--- src/aswdb_pkg.sv ---
// Shared types, codes and reset values for the analog switch debounce block.
package aswdb_pkg;

    localparam int unsigned SampleW  = 16;
    localparam int unsigned LevelW   = 10;
    localparam int unsigned CountW   = 8;
    localparam int unsigned PeriodW  = 10;
    localparam int unsigned LimitW   = 24;
    localparam int unsigned TimeW    = 32;
    localparam int unsigned CfgIdxW  = 3;
    localparam int unsigned CfgDataW = 24;

    localparam logic [SampleW-1:0] AdcMaxValid = 16'h03FF;

    typedef enum logic [1:0] {
        ST_UNKNOWN  = 2'd0,
        ST_RELEASED = 2'd1,
        ST_PRESSED  = 2'd2
    } t_sw_state;

    typedef enum logic [2:0] {
        EV_NONE           = 3'd0,
        EV_OFF_TO_ON      = 3'd1,
        EV_ON_TO_OFF      = 3'd2,
        EV_STUCK_PRESSED  = 3'd3,
        EV_STUCK_RELEASED = 3'd4
    } t_event;

    typedef enum logic [CfgIdxW-1:0] {
        CFG_PRESS_THRESHOLD   = 3'd0,
        CFG_RELEASE_THRESHOLD = 3'd1,
        CFG_DEBOUNCE_SAMPLES  = 3'd2,
        CFG_SAMPLE_PERIOD_MS  = 3'd3,
        CFG_STUCK_LIMIT_MS    = 3'd4
    } t_cfg_idx;

    typedef struct packed {
        logic [LevelW-1:0]  press_threshold;
        logic [LevelW-1:0]  release_threshold;
        logic [CountW-1:0]  debounce_samples;
        logic [PeriodW-1:0] sample_period_ms;
        logic [LimitW-1:0]  stuck_limit_ms;
    } t_cfg;

    localparam t_cfg CfgReset = '{
        press_threshold:   10'd300,
        release_threshold: 10'd10,
        debounce_samples:  8'd5,
        sample_period_ms:  10'd10,
        stuck_limit_ms:    24'd300000
    };

    typedef struct packed {
        t_sw_state          debounced;
        logic [CountW-1:0]  change_count;
        logic [TimeW-1:0]   dwell_ms;
        logic               stuck_mark;
    } t_state;

    localparam t_state StateReset = '{
        debounced:     ST_UNKNOWN,
        change_count:  '0,
        dwell_ms:      '0,
        stuck_mark:    1'b0
    };

    typedef struct packed {
        t_sw_state switch_state;
        logic      stuck;
        t_event    event_res;
    } t_result;

endpackage

--- src/analog_switch_debounce_stuck_detect.sv ---
// Top level of the analog switch debouncer with hysteresis and stuck detection.
//
//  Channel  | Handshake                  | Payload
//  ---------+----------------------------+------------------------------------------
//  sample   | i_in_valid / o_in_ready    | i_adc_sample[15:0]
//  result   | o_out_valid / i_out_ready  | o_switch_state[1:0], o_stuck, o_event_res[2:0]
//  config   | i_cfg_valid / o_cfg_ready  | i_cfg_index[2:0], i_cfg_data[23:0]
//
// Each sample yields exactly one result. The sample waits in the input
// register while the update logic works on it; it then moves into the result
// register, from which the result transfers. A new sample is taken every
// cycle while the result is not stalled; the rate is set by the combinational
// state update (add, saturate, compare to the limit).
// Reset (i_rst_n low at a clock edge) loads the register defaults and clears
// the debounce state. A stalled result holds the pipe; the input register
// still frees up whenever the result register drains in the same cycle.
module analog_switch_debounce_stuck_detect (
    input  logic                             i_clk,
    input  logic                             i_rst_n,
    input  logic                             i_in_valid,
    output logic                             o_in_ready,
    input  logic [aswdb_pkg::SampleW-1:0]    i_adc_sample,
    output logic                             o_out_valid,
    input  logic                             i_out_ready,
    output logic [1:0]                       o_switch_state,
    output logic                             o_stuck,
    output logic [2:0]                       o_event_res,
    input  logic                             i_cfg_valid,
    output logic                             o_cfg_ready,
    input  logic [aswdb_pkg::CfgIdxW-1:0]    i_cfg_index,
    input  logic [aswdb_pkg::CfgDataW-1:0]   i_cfg_data
);
    import aswdb_pkg::*;

    t_cfg                r_cfg;
    t_state              r_state;
    t_state              n_state;
    t_result             r_result;
    t_result             n_result;
    logic                r_in_valid;
    logic [SampleW-1:0]  r_sample;
    logic                r_out_valid;
    logic                advance;

    // Move the held sample forward when the result slot is free or draining.
    assign advance     = r_in_valid && (!r_out_valid || i_out_ready);
    assign o_in_ready  = !r_in_valid || advance;
    // Writes should land only while idle; the block itself does not enforce this and takes them at once.
    assign o_cfg_ready = 1'b1;

    // Configuration registers; unknown indexes are dropped.
    always_ff @(posedge i_clk) begin
        if (!i_rst_n) begin
            r_cfg <= CfgReset;
        end else if (i_cfg_valid && o_cfg_ready) begin
            unique case (t_cfg_idx'(i_cfg_index))
                CFG_PRESS_THRESHOLD:   r_cfg.press_threshold   <= i_cfg_data[LevelW-1:0];
                CFG_RELEASE_THRESHOLD: r_cfg.release_threshold <= i_cfg_data[LevelW-1:0];
                CFG_DEBOUNCE_SAMPLES:  r_cfg.debounce_samples  <= i_cfg_data[CountW-1:0];
                CFG_SAMPLE_PERIOD_MS:  r_cfg.sample_period_ms  <= i_cfg_data[PeriodW-1:0];
                CFG_STUCK_LIMIT_MS:    r_cfg.stuck_limit_ms    <= i_cfg_data[LimitW-1:0];
                default: ;
            endcase
        end
    end

    // Input register: hold the sample until it advances.
    always_ff @(posedge i_clk) begin
        if (!i_rst_n) begin
            r_in_valid <= 1'b0;
        end else if (o_in_ready) begin
            r_in_valid <= i_in_valid;
        end
    end

    always_ff @(posedge i_clk) begin
        if (i_in_valid && o_in_ready) begin
            r_sample <= i_adc_sample;
        end
    end

    aswdb_update u_update (
        .i_sample (r_sample),
        .i_cfg    (r_cfg),
        .i_state  (r_state),
        .o_state  (n_state),
        .o_result (n_result)
    );

    // Commit the debounce state only as the sample moves into the result slot.
    always_ff @(posedge i_clk) begin
        if (!i_rst_n) begin
            r_state <= StateReset;
        end else if (advance) begin
            r_state <= n_state;
        end
    end

    always_ff @(posedge i_clk) begin
        if (!i_rst_n) begin
            r_out_valid <= 1'b0;
        end else if (advance) begin
            r_out_valid <= 1'b1;
        end else if (i_out_ready) begin
            r_out_valid <= 1'b0;
        end
    end

    always_ff @(posedge i_clk) begin
        if (advance) begin
            r_result <= n_result;
        end
    end

    assign o_out_valid    = r_out_valid;
    assign o_switch_state = r_result.switch_state;
    assign o_stuck        = r_result.stuck;
    assign o_event_res    = r_result.event_res;

endmodule

--- src/aswdb_update.sv ---
// Per-sample next-state and result logic of the switch debouncer.
module aswdb_update (
    input  logic [aswdb_pkg::SampleW-1:0] i_sample,
    input  aswdb_pkg::t_cfg               i_cfg,
    input  aswdb_pkg::t_state             i_state,
    output aswdb_pkg::t_state             o_state,
    output aswdb_pkg::t_result            o_result
);
    import aswdb_pkg::*;

    logic [LevelW-1:0]  level;
    t_sw_state          cls;
    logic [TimeW:0]     time_sum;
    logic [CountW-1:0]  count_inc;
    t_state             upd;
    t_event             edge_ev;

    // Fold out-of-range samples to zero.
    assign level = (i_sample > AdcMaxValid) ? '0 : i_sample[LevelW-1:0];

    // Pressed test wins when the thresholds overlap.
    always_comb begin
        priority if (level >= i_cfg.press_threshold) begin
            cls = ST_PRESSED;
        end else if (level <= i_cfg.release_threshold) begin
            cls = ST_RELEASED;
        end else begin
            cls = ST_UNKNOWN;
        end
    end

    assign time_sum  = {1'b0, i_state.dwell_ms}
                     + {{(TimeW + 1 - PeriodW){1'b0}}, i_cfg.sample_period_ms};
    assign count_inc = (i_state.change_count < i_cfg.debounce_samples)
                     ? i_state.change_count + CountW'(1) : i_state.change_count;

    always_comb begin
        upd     = i_state;
        edge_ev = EV_NONE;
        if (cls != ST_UNKNOWN) begin
            if (cls == i_state.debounced) begin
                upd.change_count  = '0;
                // Saturate on carry out.
                upd.dwell_ms = time_sum[TimeW] ? '1 : time_sum[TimeW-1:0];
            end else begin
                upd.dwell_ms = '0;
                upd.change_count  = count_inc;
                if (count_inc >= i_cfg.debounce_samples) begin
                    upd.debounced    = cls;
                    upd.change_count = '0;
                    upd.stuck_mark   = 1'b0;
                    if (i_state.debounced == ST_RELEASED && cls == ST_PRESSED) begin
                        edge_ev = EV_OFF_TO_ON;
                    end else if (i_state.debounced == ST_PRESSED && cls == ST_RELEASED) begin
                        edge_ev = EV_ON_TO_OFF;
                    end
                end
            end
        end
    end

    // Stuck check runs on every sample and overrides an edge event.
    always_comb begin
        o_state             = upd;
        o_result.event_res  = edge_ev;
        if (!upd.stuck_mark
            && upd.dwell_ms >= {{(TimeW - LimitW){1'b0}}, i_cfg.stuck_limit_ms}) begin
            o_state.stuck_mark = 1'b1;
            o_result.event_res = (upd.debounced == ST_PRESSED)
                               ? EV_STUCK_PRESSED : EV_STUCK_RELEASED;
        end
        o_result.switch_state = o_state.debounced;
        o_result.stuck        = o_state.stuck_mark;
    end

endmodule

--- config.mk ---
export PLATFORM = sky130hd
export DESIGN_NAME = analog_switch_debounce_stuck_detect
export DESIGN_NICKNAME = d
export VERILOG_FILES = /design/src/aswdb_pkg.sv /design/src/analog_switch_debounce_stuck_detect.sv /design/src/aswdb_update.sv
export SDC_FILE = /design/constraint.sdc
export NUM_CORES = 1
export LEC_CHECK = 0
export ABC_AREA = 1
export ABC_CLOCK_PERIOD_IN_PS = 12550
export BUFFER_PORTS_ARGS = -buffer_cell sky130_fd_sc_hd__buf_2
export CAP_MARGIN = 20
export CELL_PAD_IN_SITES_DETAIL_PLACEMENT = 0
export CELL_PAD_IN_SITES_GLOBAL_PLACEMENT = 1
export CORE_AREA = 2 2 132 134
export CTS_CLUSTER_SIZE = 12
export DETAILED_ROUTE_END_ITERATION = 8
export DIE_AREA = 0 0 134 136
export GPL_TIMING_DRIVEN = 1
export HOLD_SLACK_MARGIN = 0.03
export PLACE_DENSITY_LB_ADDON = 0.1
export SKIP_CTS_REPAIR_TIMING = 1
export SLEW_MARGIN = 10
export SYNTH_ARGS = -nofsm -noshare
export SYNTH_HDL_FRONTEND = slang
export SYNTH_SLANG_ARGS = --single-unit
--- constraint.sdc ---
create_clock -name i_clk -period 12.55 [get_ports i_clk]
set_input_delay 1.8825 -clock i_clk [delete_from_list [all_inputs] [get_ports i_clk]]
set_output_delay 1.8825 -clock i_clk [all_outputs]
set_load 0.01 [all_outputs]
# Word level (Yosys, flattened, before mapping)
# Cells that the tools add are included.
# W data, S select, Z words.
[classes] add_sub_neg=2 magnitude_cmp=6 n_eq_ne=10 mux=21 reduce_logical=19
[op_table] operator="$mux W43" count=1
[op_table] operator="$mux W40" count=1
[op_table] operator="$add A32 B10 Y33" count=1
[op_table] operator="$ge A32 B24 Y1" count=1
[op_table] operator="$mux W32" count=1
[op_table] operator="$mux W10" count=2
[op_table] operator="$gt A16 B10 Y1 const B" count=1
[op_table] operator="$mux W3" count=5
[op_table] operator="$reduce_and A2 Y1" count=6
[op_table] operator="$ge A10 B10 Y1" count=1
[op_table] operator="$le A10 B10 Y1" count=1
[op_table] operator="$add A8 B1 Y8 const B" count=1
[op_table] operator="$ge A8 B8 Y1" count=1
[op_table] operator="$lt A8 B8 Y1" count=1
[op_table] operator="$mux W2" count=4
[op_table] operator="$mux W8" count=1
[op_table] operator="$eq A2 B2 Y1 const B" count=3
[op_table] operator="$eq A3 B2 Y1 const B" count=2
[op_table] operator="$mux W1" count=6
[op_table] operator="$logic_and A1 B1 Y1" count=5
[op_table] operator="$eq A2 B1 Y1 const B" count=2
[op_table] operator="$reduce_bool A2 Y1" count=2
[op_table] operator="$eq A3 B1 Y1 const B" count=1
[op_table] operator="$eq A3 B3 Y1 const B" count=1
[op_table] operator="other kinds (4)" count=7
[totals] ff_bits=129 in_bits=48 output_inout_bits=9 elab_cells=73

# Longest topological paths before layout
# Gate-level depths: netlist (run 1).
[logic_depth] word_depth=13 depth_mapped=42 ltp_nobuf=41

# Hierarchy
# A second synthesis (run 1) with hierarchy kept.
[hier_totals] cells_unflattened=1329 hier_area_um2=9081.2
[by_module_without_submodules] mod="analog_switch_debounce_stuck_detect" n_inst=1 cells_per_inst=612 area_per_inst_um2=4962.3 seq_area_each_um2=2802.7
[by_module_without_submodules] mod="aswdb_update" n_inst=1 cells_per_inst=717 area_per_inst_um2=4119.0 seq_area_each_um2=0.0

# Least setup slack after synthesis (run 1)
# OpenSTA, ideal clock, no wires.
[synth_path] path_kind="reg2reg" startpoint="register r_sample[13]" endpoint="register r_result, in the netlist o_event_res[0], data pin" setup_ps=253 arrival_time_ps=3968 t_required_ps=12297 path_slack_ps=8329 stages_incl_launch_ff=34 n_path_buf=1 synth_period_minus_slack_ps=4221 path_cell_list="edfxtp_1 > nor2_2 > inv_2 > nor2_2 > inv_1 > nor2_1 > ha_1 > a21oi_1 > nor2_1 > nor3_2 > inv_1 > a21oi_4 > nand3_2 > nand2_2 > nor2_4 > inv_2 > buf_2 > nor2_1 > nand2_1 > nand2_1 > ha_1 > a21o_1 > a21oi_1 > nand2_1 > o21ai_0 > nand2_1 > nand2_1 > a21oi_1 > nor2_1 > nand3_2 > nor2_4 > nand2_2 > nand3_1 > nand2_1"
[synth_lines] item="start, declared" line="analog_switch_debounce_stuck_detect.sv:41" text="logic [SampleW-1:0] r_sample;"
[synth_lines] item="start signal, assigned" line="analog_switch_debounce_stuck_detect.sv:78" text="r_sample <= i_adc_sample;"
[synth_lines] item="end signal, assigned" line="analog_switch_debounce_stuck_detect.sv:111" text="r_result <= n_result;"
[synth_lines] item="end, declared" line="analog_switch_debounce_stuck_detect.sv:38" text="t_result r_result;"

==> impl_results.md, run 1 <==
- Status: finished clean
- Sequential Power Share: 42.3%
- Unrepaired setup endpoints after global routing: no
- DPL Wire Length: 15.1 mm
- Number of standard-cell rows in the floorplan: 48
- Post-detailed-route via-to-cell ratio: 5.16
- Worst path max stage delay: 460 ps
- Maximum buffer depth of the clock tree: 2
- Fraction of the mapped netlist area in adder cells: 11.0%
- Worst endpoint data arrival time: 5610 ps
- Share of the synthesized area in compound gates (AO/OA/AOI/OAI): 18.6%
- Power Density: 119 nW/µm²
- CTS sink cnt: 129
- Slew at the pin with the worst max-slew slack: 774 ps
- Total power: 1.06 mW
- Top cell by count, worst path: nand2_1
- Synthesized net count: 1221
- Minimum clock period: 5420 ps
- Setup Skew: 9.05 ps
- Final count of hold timing violations: 0
- Placer congestion estimate: 0.889
- Required time of the worst setup path: 12730 ps
- Diode insertion count for antenna repair: 0
- Crit share post-route: 43.2%
- Synth unique cells: 51
- Max Cap Violations: 0
- R2R Setup Slk: 7130 ps
- Setup violation total in the final timing report: 0
- Mean instance size in the synthesized netlist: 7.20 µm²
- Die span in y: 136 µm
- FF+latch count, synth: 129
- Net switching power: 0.291 mW
- Type of destination of the critical path: register
- Area share of the largest cell type after synthesis: 26.9%
- End of the worst register-to-register path: o_event_res[0]$_DFFE_PP_
- Clock buffer count from CTS: 17
- Xor/xnor share of the synthesized area: 1.43%
- Endpoint of the most critical setup path: o_event_res[0]$_DFFE_PP_
- Sum Neg Setup Slack: 0 ps
- Clock root buffer: clkbuf_16
- Cell taking the most area after synthesis: dfxtp_1
- Synthesized area: 7950 µm²
- Fin Hold WS: 462 ps
- Kind of critical path: register to register
- Antenna-violating nets left: 0
- Number of port buffers: 55
- Vias in the first global route: 6579
- Internal Power: 0.772 mW
- TritonCTS clock tree: done
- Most frequent standard cell in the layout excluding fill and tap cells: nand2_1
- Clock network latency to the later pin of the worst-skew pair: 430 ps
- Share of cell area taken by muxes after synthesis: 0.142%
- First-pass DRT Iterations: 5
- Total count of max-transition violations in the final report: 0
- Effective utilization at floorplan: 47.1%
- IO Pins: 57
- Core area: 16900 µm²
- Crit path max-delay cell type: nor2_4
- Maximum achievable frequency: 184 MHz
- Final worst slack: 7130 ps
- Number of warnings reported in the yosys synthesis log: 0
- Pin count of the biggest net entering global routing: 76
- Worst reg2reg path startpoint: r_sample[15]$_DFFE_PP_
- Core utilization of the finished layout: 53.1%
- Launching instance or port of the critical path: r_sample[15]$_DFFE_PP_
- Die outline width: 134 µm
- Per-cell routed wire length: 15.0 µm
- Total wire length: 20.8 mm
- Leading cell types in the layout, fill and taps excluded: nand2_1, inv_1, a21oi_1, nor2_1, dfxtp_1
- Total number of H-tree levels: 4
- Number of cells traversed by the worst register-to-register path: 40
- Synthesized netlist cell count: 1104
- Origin of the worst min-delay path: r_cfg[47]$_SDFFE_PN0P_
- Total number of vias: 7150
- Combinational group share of total power: 10.9%
- Simple-gate area share of the yosys netlist: 24.3%
- Worst Path Max Fanout: 22
- Class of the tightest hold or removal check: register to register
- Part of the power in the clock network: 46.9%
- Dominant cells by area after synthesis: dfxtp_1, ha_1, nand2_1
- Leakage power total: 3.98 nW
- Fraction of layout cells with a size suffix above 1: 12.3%
- Synthesis-to-layout area growth: 12.8%
- CTS clk-pin slew, worst paths: 60 ps
- Die outline area: 18200 µm²
- Largest family of logic cells by synthesized area: simple AND/OR/NAND/NOR gates
- Share of synthesized area occupied by flip-flops and latches: 35.3%
- Overflow left after global routing: 0
- Switching Share: 27.4%
- Cells on Worst Hold Path: 2
- Setup crit start kind: register
- Worst slack, placed: 7090 ps
- First-pass GRT wire length: 34.0 mm
- Number of nets in the finished design: 1264
- DRC violation total after the first TritonRoute iteration: 435
- Overall track demand over capacity in global routing: 24.0%
- DRC violation count after routing: 0
- Worst-case vdd ir drop: 0.0989 mV
- Initial antenna violation count: 0
- Relative slew slack: 48.2%
==> worst min path at each step <==
stage	endpoint	slack [ps]
2_1_floorplan	r_cfg[23]$_SDFFE_PN0P_	440
3_3_place_gp	r_cfg[10]$_SDFFE_PN0P_	450
3_5_place_dp	r_cfg[47]$_SDFFE_PN0P_	450
4_1_cts	r_cfg[59]$_SDFFE_PN0P_	460
5_1_grt	r_cfg[21]$_SDFFE_PN0P_	480
6_report	r_cfg[47]$_SDFFE_PN0P_	460
==> cell type report <==
cell class                      count  area, µm²
Multi-Input combinational cell    786       4400
Inverter                          153        574
Fill cell                        1682       7910
Clock inverter                     15        161
Timing Repair Buffer               60        320
Tap cell                          225        282
Clock buffer                       17        425
Sequential cell                   129       2800
==> synth_stat cells, drive strengths merged <==
master / number
o311ai: 1
a211oi: 12
a22oi: 1
clkinv: 4
dfxtp: 107
or2: 1
o21ai: 109
nand4: 13
nor3b: 1
xnor2: 3
a21oi: 115
o21bai: 1
fa: 1
nor4: 7
inv: 149
nand3b: 2
nor3: 23
edfxtp: 22
nand3: 43
nor2: 117
buf: 13
xor2: 10
a21boi: 1
a21o: 3
a31oi: 1
conb: 1
and3: 1
mux2: 1
clkbuf: 23
o211ai: 17
o221a: 1
ha: 68
nand2: 232
==> metrics by stage <==
| step | cells | area, µm² |
|---|---|---|
| finish | 1385 | 8970 |
| global route | 1385 | 8970 |
| CTS | 1384 | 8950 |
| detailed placement | 1352 | 8370 |
| global placement | 1352 | 8370 |
| floorplan | 1104 | 7950 |
==> critical path, delay by kind of cell (launching register included) <==
kind | cells | cell delay [ps]
buf+inv | 3 | 550
flops | 1 | 360
simple gates | 28 | 2950
fa+ha+maj | 2 | 530
compound gates | 7 | 790
==> power groups by stage <==
stage                     clock network (mW)  registers (mW)  logic (mW)
after floorplan                            0           0.456      0.0809
after global placement                     0           0.458       0.114
after detailed placement                   0           0.458       0.115
after CTS                              0.507           0.449       0.115
after global routing                   0.524           0.451       0.132
final                                  0.498           0.450       0.115
==> registers in the layout (all words and copies together), names as in the netlist <==
name / flops
r_cfg: 62
r_sample: 16
r_in_valid: 1
r_state: 43
o_switch_state: 2
o_event_res: 3
o_stuck: 1
o_out_valid: 1
==> cells by family after synthesis <==
logic type / Yosys count
flip-flops: 129
XOR/XNOR: 13
AND/OR/NAND/NOR: 440
buffers and inverters: 189
AO/OA/AOI/OAI: 262
other: 1
adder cells (fa/ha/maj): 69
multiplexers: 1
==> routing by layer <==
metal  wire length [µm]  up-vias  part of all wire, %  GRT usage (%)
met5                  0        -                    0              0
met4                303        0                  1.5           6.80
met3               1080       20                  5.2           4.55
met2               8590      183                   41           36.0
met1              10800     3185                   52           35.1
li1                   -     3762                    -              -
Power figures use the tool's default switching activity.
==> run 2, diff against run 1 <==
ABC_AREA = 0   (was 1)
ABC_CLOCK_PERIOD_IN_PS = 4570   (was 12550)
CORE_AREA = 2 2 142 144   (was 2 2 132 134)
DIE_AREA = 0 0 144 146   (was 0 0 134 136)
clock period = 4.57 ns   (was 12.55 ns; I/O delays follow)
==> run 2 against run 1 <==
Net effect:
- the run now ends with setup timing left
- worst hold slack got worse by 33 ps
- largest power group unchanged
- clock skew increased by 4.3 ps
- setup slack got worse by 7700 ps
- critical path depth is 18 lower
- clock-buffer cell count grew 6
==> impl_results.md, run 2 <==
- Status: finished, violations left
- Failing checks: setup timing
- DRC violation total after the first TritonRoute iteration: 434 (-0.23%)
- TritonCTS clock tree: done
- Most used standard cell by instance count after synthesis: nand2_1
- Synthesized net count: 1097 (-10%)
- Core utilization of the finished layout: 50.8% (-2.4 points)
- Synth top cells by count: nand2_1, dfxtp_1, a21oi_1, ha_1, inv_1
- Fraction of registers with async set or reset after synthesis: 0% (unchanged)
- Switching Share: 23.6% (-3.8 points)
- Maximum buffer depth of the clock tree: 2 (unchanged)
- Kind of critical path: register to register
- Launching instance or port of the critical path: r_sample[13]$_DFFE_PP_
- Minimum clock period: 5110 ps (-310 ps)
- Flip-flop count of the largest register after layout: 62 (unchanged)
- Share of synthesized area occupied by flip-flops and latches: 35.7% (+0.40 points)
- Worst endpoint data arrival time: 5280 ps (-330 ps)
- Design Area, Final: 9820 µm² (+9.4%)
- Relative slew slack: 37.0% (-11 points)
- Final worst slack: -545 ps (-7670 ps)
- Max Cap Violations: 0 (unchanged)
- Number of warnings reported in the yosys synthesis log: 0 (unchanged)
- Vias in the first global route: 6867 (+4.4%)
- Setup violation total in the final timing report: 5 (+5)
- Number of synthesized flops with an enable pin: 22 (unchanged)
- Share of cell area taken by muxes after synthesis: 0.414% (+0.27 points)
- Pin count of the biggest net entering global routing: 50 (-34%)
- Diode insertion count for antenna repair: 0 (unchanged)
- First-pass DRT Iterations: 5 (unchanged)
- Synthesized netlist cell count: 980 (-11%)
- Die outline width: 144 µm (+7.5%)
- Per-cell routed wire length: 16.2 µm (+8.0%)
- Placer congestion estimate: 0.852 (-4.1%)
- Area of the multi-input gates: 4840 µm² (+9.9%)
- Power Density: 311 nW/µm² (+160%)
- Xor/xnor share of the synthesized area: 1.78% (+0.35 points)
- Type of destination of the critical path: register
- Area share of the largest cell type after synthesis: 27.3% (+0.31 points)
- Number of nets in the finished design: 1206 (-4.6%)
- Slew at the pin with the worst max-slew slack: 945 ps (+171 ps)
- Synthesized area: 7860 µm² (-1.1%)
- Setup Skew: 13.3 ps (+4.28 ps)
- Fraction of the mapped netlist area in adder cells: 11.1% (+0.13 points)
- Leading cell types in the layout, fill and taps excluded: nand2_1, dfxtp_1, a21oi_1, buf_4, inv_1
- CTS sink cnt: 129 (unchanged)
- Core area: 19300 µm² (+15%)
- Total placed instance area: 8900 µm² (+6.4%)
- IO Pins: 57 (unchanged)
- Setup crit start kind: register
- Synthesis-to-layout area growth: 24.9%
- Die span in y: 146 µm (+7.4%)
- Overall track demand over capacity in global routing: 21.5% (-2.5 points)
- Class of the tightest hold or removal check: primary input to register
- First-pass GRT wire length: 35.7 mm (+4.9%)
- Unrepaired setup endpoints after global routing: yes
- Total count of max-transition violations in the final report: 0 (unchanged)
- Fraction of layout cells with a size suffix above 1: 20.5% (+8.2 points)
- Clock buffer count from CTS: 17 (unchanged)
- Placed Cells: 1328 (-1.8%)
- Final Non-Filler Cells: 1367 (-1.3%)
- Initial antenna violation count: 0 (unchanged)
- Maximum achievable frequency: 196 MHz (+6.1%)
- Critical-path cell list: nor4_4 > buf_6 > and3_4 > ha_4 > nand4_1 > or2_4 > or4b_4 > o211ai_4 > nor3_4 > a211oi_4 > buf_6 > a21oi_2 > mux2_4 > ha_4 > a21o_1 > a21oi_2 > o211ai_1 > nand3_1 > a311o_1 > nand3_4 > a222oi_1 > o21ai_1
- Effective utilization at floorplan: 40.6% (-6.5 points)
- Worst-case vdd ir drop: 0.247 mV (+150%)
- Internal Power: 2.33 mW (+200%)
- CTS clk-pin slew, worst paths: 60 ps (about the same)
- Part of the power in the clock network: 51.4% (+4.5 points)
- Number of port buffers: 55 (unchanged)
- Total power: 3.05 mW (+190%)
- Largest registers: r_cfg x62, r_state x43, r_sample x16
- Sequential Power Share: 39.4% (-2.9 points)
- DPL Wire Length: 16.4 mm (+8.3%)
- Required time of the worst setup path: 4740 ps (-7990 ps)
- FF+latch count, synth: 129 (unchanged)
- Total wire length: 22.2 mm (+6.6%)
- Share of the synthesized area in compound gates (AO/OA/AOI/OAI): 23.9% (+5.4 points)
- Dominant cells by area after synthesis: dfxtp_1, ha_1, edfxtp_1
- Worst path max stage delay: 530 ps (+70 ps)
- Crit share post-route: 112% (+69 points)
- Number of standard-cell rows in the floorplan: 51 (+6.3%)
- Overflow left after global routing: 0 (unchanged)
- Leakage power total: 4.18 nW (+4.9%)
- Combinational group share of total power: 9.2% (-1.7 points)
- Antenna-violating nets left: 0 (unchanged)
- Largest family of logic cells by synthesized area: compound AO/OA/AOI/OAI gates
- Die outline area: 21000 µm² (+15%)
- Total number of vias: 7307 (+2.2%)
- Worst Path Max Fanout: 6 (-73%)
- Post-detailed-route via-to-cell ratio: 5.35 (+3.5%)
- Worst reg2reg path startpoint: r_sample[13]$_DFFE_PP_
- Most frequent standard cell in the layout excluding fill and tap cells: nand2_1
- Clock root buffer: clkbuf_16
- Total number of H-tree levels: 4 (unchanged)
- Origin of the worst min-delay path: i_adc_sample[1]
- Biggest register: r_cfg
- Net switching power: 0.719 mW (+150%)
- Total of fill cells in the finished design: 1887 (+12%)
- Simple-gate area share of the yosys netlist: 21.4% (-2.9 points)
- Cell taking the most area after synthesis: dfxtp_1
- DRC violation count after routing: 0 (unchanged)
- Final count of hold timing violations: 0 (unchanged)
- Synth Flop Type: dfxtp_1
- Clock network latency to the later pin of the worst-skew pair: 430 ps (about the same)
- Synth unique cells: 70 (+37%)
- Register Area: 2800 µm² (unchanged)
- Mean instance size in the synthesized netlist: 8.02 µm² (+11%)
- Crit path max-delay cell type: or4b_4
==> run 2: critical path: cells and delay by family (launching register included) <==
kind	cells	cell delay (ps)
buf+inv	2	320
simple gates	8	1760
mux	1	280
flops	1	420
compound gates	9	1730
fa+ha+maj	2	340
==> run 2: power by group through the flow <==
stage | clock network (mW) | registers [mW] | logic, mW
6_report | 1.57 | 1.20 | 0.281
5_1_grt | 1.65 | 1.21 | 0.314
4_1_cts | 1.59 | 1.20 | 0.266
3_5_place_dp | 0 | 1.23 | 0.265
3_3_place_gp | 0 | 1.23 | 0.264
2_1_floorplan | 0 | 1.23 | 0.158
==> run 2: layout make-up <==
class / count / share of cell area, %
multi-input cells: 737 / 49.3
well taps: 265 / 3.38
flip-flops and latches: 129 / 28.6
clock inverters: 9 / 1.67
inverters: 68 / 2.60
repair buffers: 136 / 9.17
clock buffers: 23 / 5.32
==> run 2: logic make-up after synthesis <==
kind of cell    count (synthesis)
fa+ha+maj                      69
mux                             3
buf+inv                       114
other cells                     1
flops                         129
xor+xnor                       16
simple gates                  364
compound gates                284
==> run 2: final timing paths <==
check | end | slack, ps | cells after the start
worst min register to register | r_cfg[3]$_SDFFE_PN0P_ | 450 | 2
worst max register to register | o_event_res[0]$_DFFE_PP_ | -540 | 22
worst max-delay path | o_event_res[0]$_DFFE_PP_ | -540 | 22
worst min-delay path | r_sample[1]$_DFFE_PP_ | 430 | 1
==> run 2: metal layers <==
metal,vias to the layer above,track usage (%),wire length [µm]
met5,-,0,0
met1,3442,30.8,11200
met3,21,3.42,660
li1,3711,-,-
met4,0,6.42,303
met2,133,33.3,10000
==> run 2: metrics by stage <==
stage | setup WS [ps] | setup TNS, ps | hold WS [ps]
after CTS | -603 | -2600 | 415
after global routing | -775 | -3400 | 420
after detailed placement | -570 | -2440 | 448
final | -545 | -2400 | 429
after floorplan | -358 | -1320 | 436
after global placement | -553 | -2330 | 444
==> run 3, diff against run 2 <==
ABC_AREA = 1   (was 0)
CORE_AREA = 2 2 144 146   (was 2 2 142 144)
DIE_AREA = 0 0 146 148   (was 0 0 144 146)
==> run 3 against run 2 <==
Net effect:
- highest routed layer unchanged
- first-iteration DRC count down 15%
- critical path type unchanged
- non-clock buffer count decreased by 14
- clock power fell by 10%
- the run now ends clean
- critical endpoint is now o_event_res[2]$_SDFFCE_PN0P_
- sequential share of layout area up 0.23 points
- cell area down 0.80%
- global-route usage shrank 0.64 points
==> impl_results.md, run 3 (synthesis results as in run 1) <==
- Status: finished clean
- Class of the tightest hold or removal check: primary input to register
- Effective utilization at floorplan: 39.7% (-0.98 points)
- Core area: 20000 µm² (+3.6%)
- CTS clk-pin slew, worst paths: 70 ps (about the same)
- Crit share post-route: 98.9% (-13 points)
- Clock buffer count from CTS: 17 (unchanged)
- Post-detailed-route via-to-cell ratio: 4.90 (-8.3%)
- Slew at the pin with the worst max-slew slack: 1000 ps (+54.6 ps)
- Worst endpoint data arrival time: 4700 ps (-580 ps)
- Minimum clock period: 4520 ps (-593 ps)
- Flip-flop count of the largest register after layout: 62 (unchanged)
- Sum Neg Setup Slack: 0 ps (+2400 ps)
- Setup crit start kind: register
- Core utilization of the finished layout: 48.6% (-2.2 points)
- Worst-case vdd ir drop: 0.215 mV (-13%)
- TritonCTS clock tree: done
- Worst slack, placed: -224 ps (+346 ps)
- Setup Skew: 17.7 ps (+4.39 ps)
- Total count of max-transition violations in the final report: 0 (unchanged)
- Maximum achievable frequency: 221 MHz (+13%)
- DRC violation count after routing: 0 (unchanged)
- Fraction of layout cells with a size suffix above 1: 19.5% (-1.0 points)
- Most frequent standard cell in the layout excluding fill and tap cells: nand2_1
- Maximum buffer depth of the clock tree: 2 (unchanged)
- Final Non-Filler Cells: 1492 (+9.1%)
- Vias in the first global route: 6800 (-0.98%)
- Overall track demand over capacity in global routing: 20.9% (-0.64 points)
- Required time of the worst setup path: 4740 ps (about the same)
- Number of nets in the finished design: 1326 (+10%)
- Worst path max stage delay: 380 ps (-150 ps)
- Total power: 3.02 mW (-1.1%)
- Antenna-violating nets left: 0 (unchanged)
- Design Area, Final: 9740 µm² (-0.80%)
- Type of destination of the critical path: register
- Number of standard-cell rows in the floorplan: 52 (+2.0%)
- First-pass GRT wire length: 35.8 mm (+0.37%)
- Final worst slack: 48.9 ps (+593 ps)
- Initial antenna violation count: 0 (unchanged)
- First-pass DRT Iterations: 5 (unchanged)
- DPL Wire Length: 16.5 mm (+0.59%)
- Fin Hold WS: 423 ps (-5.68 ps)
- Per-cell routed wire length: 14.7 µm (-9.6%)
- Clock root buffer: clkbuf_16
- CTS sink cnt: 129 (unchanged)
- Total placed instance area: 8870 µm² (-0.39%)
- Top cell by count, worst path: nand2_2
- Relative slew slack: 33.3% (-3.7 points)
- Die outline area: 21600 µm² (+2.8%)
- Leading cell types in the layout, fill and taps excluded: nand2_1, inv_1, dfxtp_1, a21oi_1, nor2_1
- Placed Cells: 1453 (+9.4%)
- Synthesis-to-layout area growth: 22.5%
- Final count of hold timing violations: 0 (unchanged)
- Unrepaired setup endpoints after global routing: yes
- Total of fill cells in the finished design: 2072 (+9.8%)
- Die span in y: 148 µm (+1.4%)
- Total number of H-tree levels: 4 (unchanged)
- Placer congestion estimate: 0.856 (+0.46%)
- Diode insertion count for antenna repair: 0 (unchanged)
- Crit path max-delay cell type: edfxtp_1
- Pin count of the biggest net entering global routing: 75 (+50%)
- Power Density: 310 nW/µm² (-0.31%)
- Clock network latency to the later pin of the worst-skew pair: 430 ps (about the same)
- DRC violation total after the first TritonRoute iteration: 371 (-15%)
- Largest registers: r_cfg x62, r_state x43, r_sample x16
- Die outline width: 146 µm (+1.4%)
- Leakage power total: 4.36 nW (+4.3%)
- Max Cap Violations: 0 (unchanged)
- IO Pins: 57 (unchanged)
- Setup violation total in the final timing report: 0 (-5)
- Total wire length: 21.9 mm (-1.3%)
- Kind of critical path: register to register
- Worst Path Max Fanout: 8 (+2)
- Overflow left after global routing: 0 (unchanged)
- Number of port buffers: 55 (unchanged)
- Biggest register: r_cfg
- Total number of vias: 7316 (+0.12%)
==> run 3: changes by cell type in the layout (fill, tap and decap cells not counted), sizes merged, moves of 11 or more <==
cell / delta
a21oi: +14
nand2: +56
and3: -16
buf: -14
a31oi: -15
inv: +89
nor2: +53
o21ai: +64
nand3: +19
nor2b: -14
a21o: -12
o21a: -11
==> run 3: routing by layer <==
layer / share of wire (%) / track usage [%] / vias to the layer above
met1: 53 / 31.0 / 3293
met2: 43 / 31.8 / 127
li1: - / - / 3878
met3: 3.0 / 3.09 / 18
met5: 0 / 0 / -
met4: 0.82 / 5.24 / 0
==> run 3: final timing paths <==
check	startpoint	to	slack, ps	cells after the start
worst max register to register	r_sample[14]$_DFFE_PP_	o_event_res[2]$_SDFFCE_PN0P_	50	33
worst min register to register	r_cfg[11]$_SDFFE_PN0P_	r_cfg[11]$_SDFFE_PN0P_	470	2
worst max-delay path	r_sample[14]$_DFFE_PP_	o_event_res[2]$_SDFFCE_PN0P_	50	33
worst min-delay path	i_adc_sample[6]	r_sample[6]$_DFFE_PP_	420	1
==> run 3: layout make-up <==
cell class                      instances  area [µm²]  share of cell area, %
Tap cell                              270         338                   3.47
Clock buffer                           17         425                   4.37
Timing Repair Buffer                  122         831                   8.53
Sequential cell                       129        2800                   28.8
Inverter                              153         582                   5.98
Clock inverter                         15         188                   1.93
Multi-Input combinational cell        786        4570                   46.9
==> run 3: report_power, final <==
group	switching [mW]	total, mW	internal, mW
Sequential	0.0286	1.24	1.21
Combinational	0.230	0.372	0.142
Clock	0.624	1.41	0.790
==> run 3: critical path: cells and delay by family (launching register included) <==
kind                       cells  cell delay, ps
buffers and inverters          5             620
DFF                            1             380
AOI/OAI and AO/OA              5             630
adders and majority gates      2             510
and+or+nand+nor               21            2130
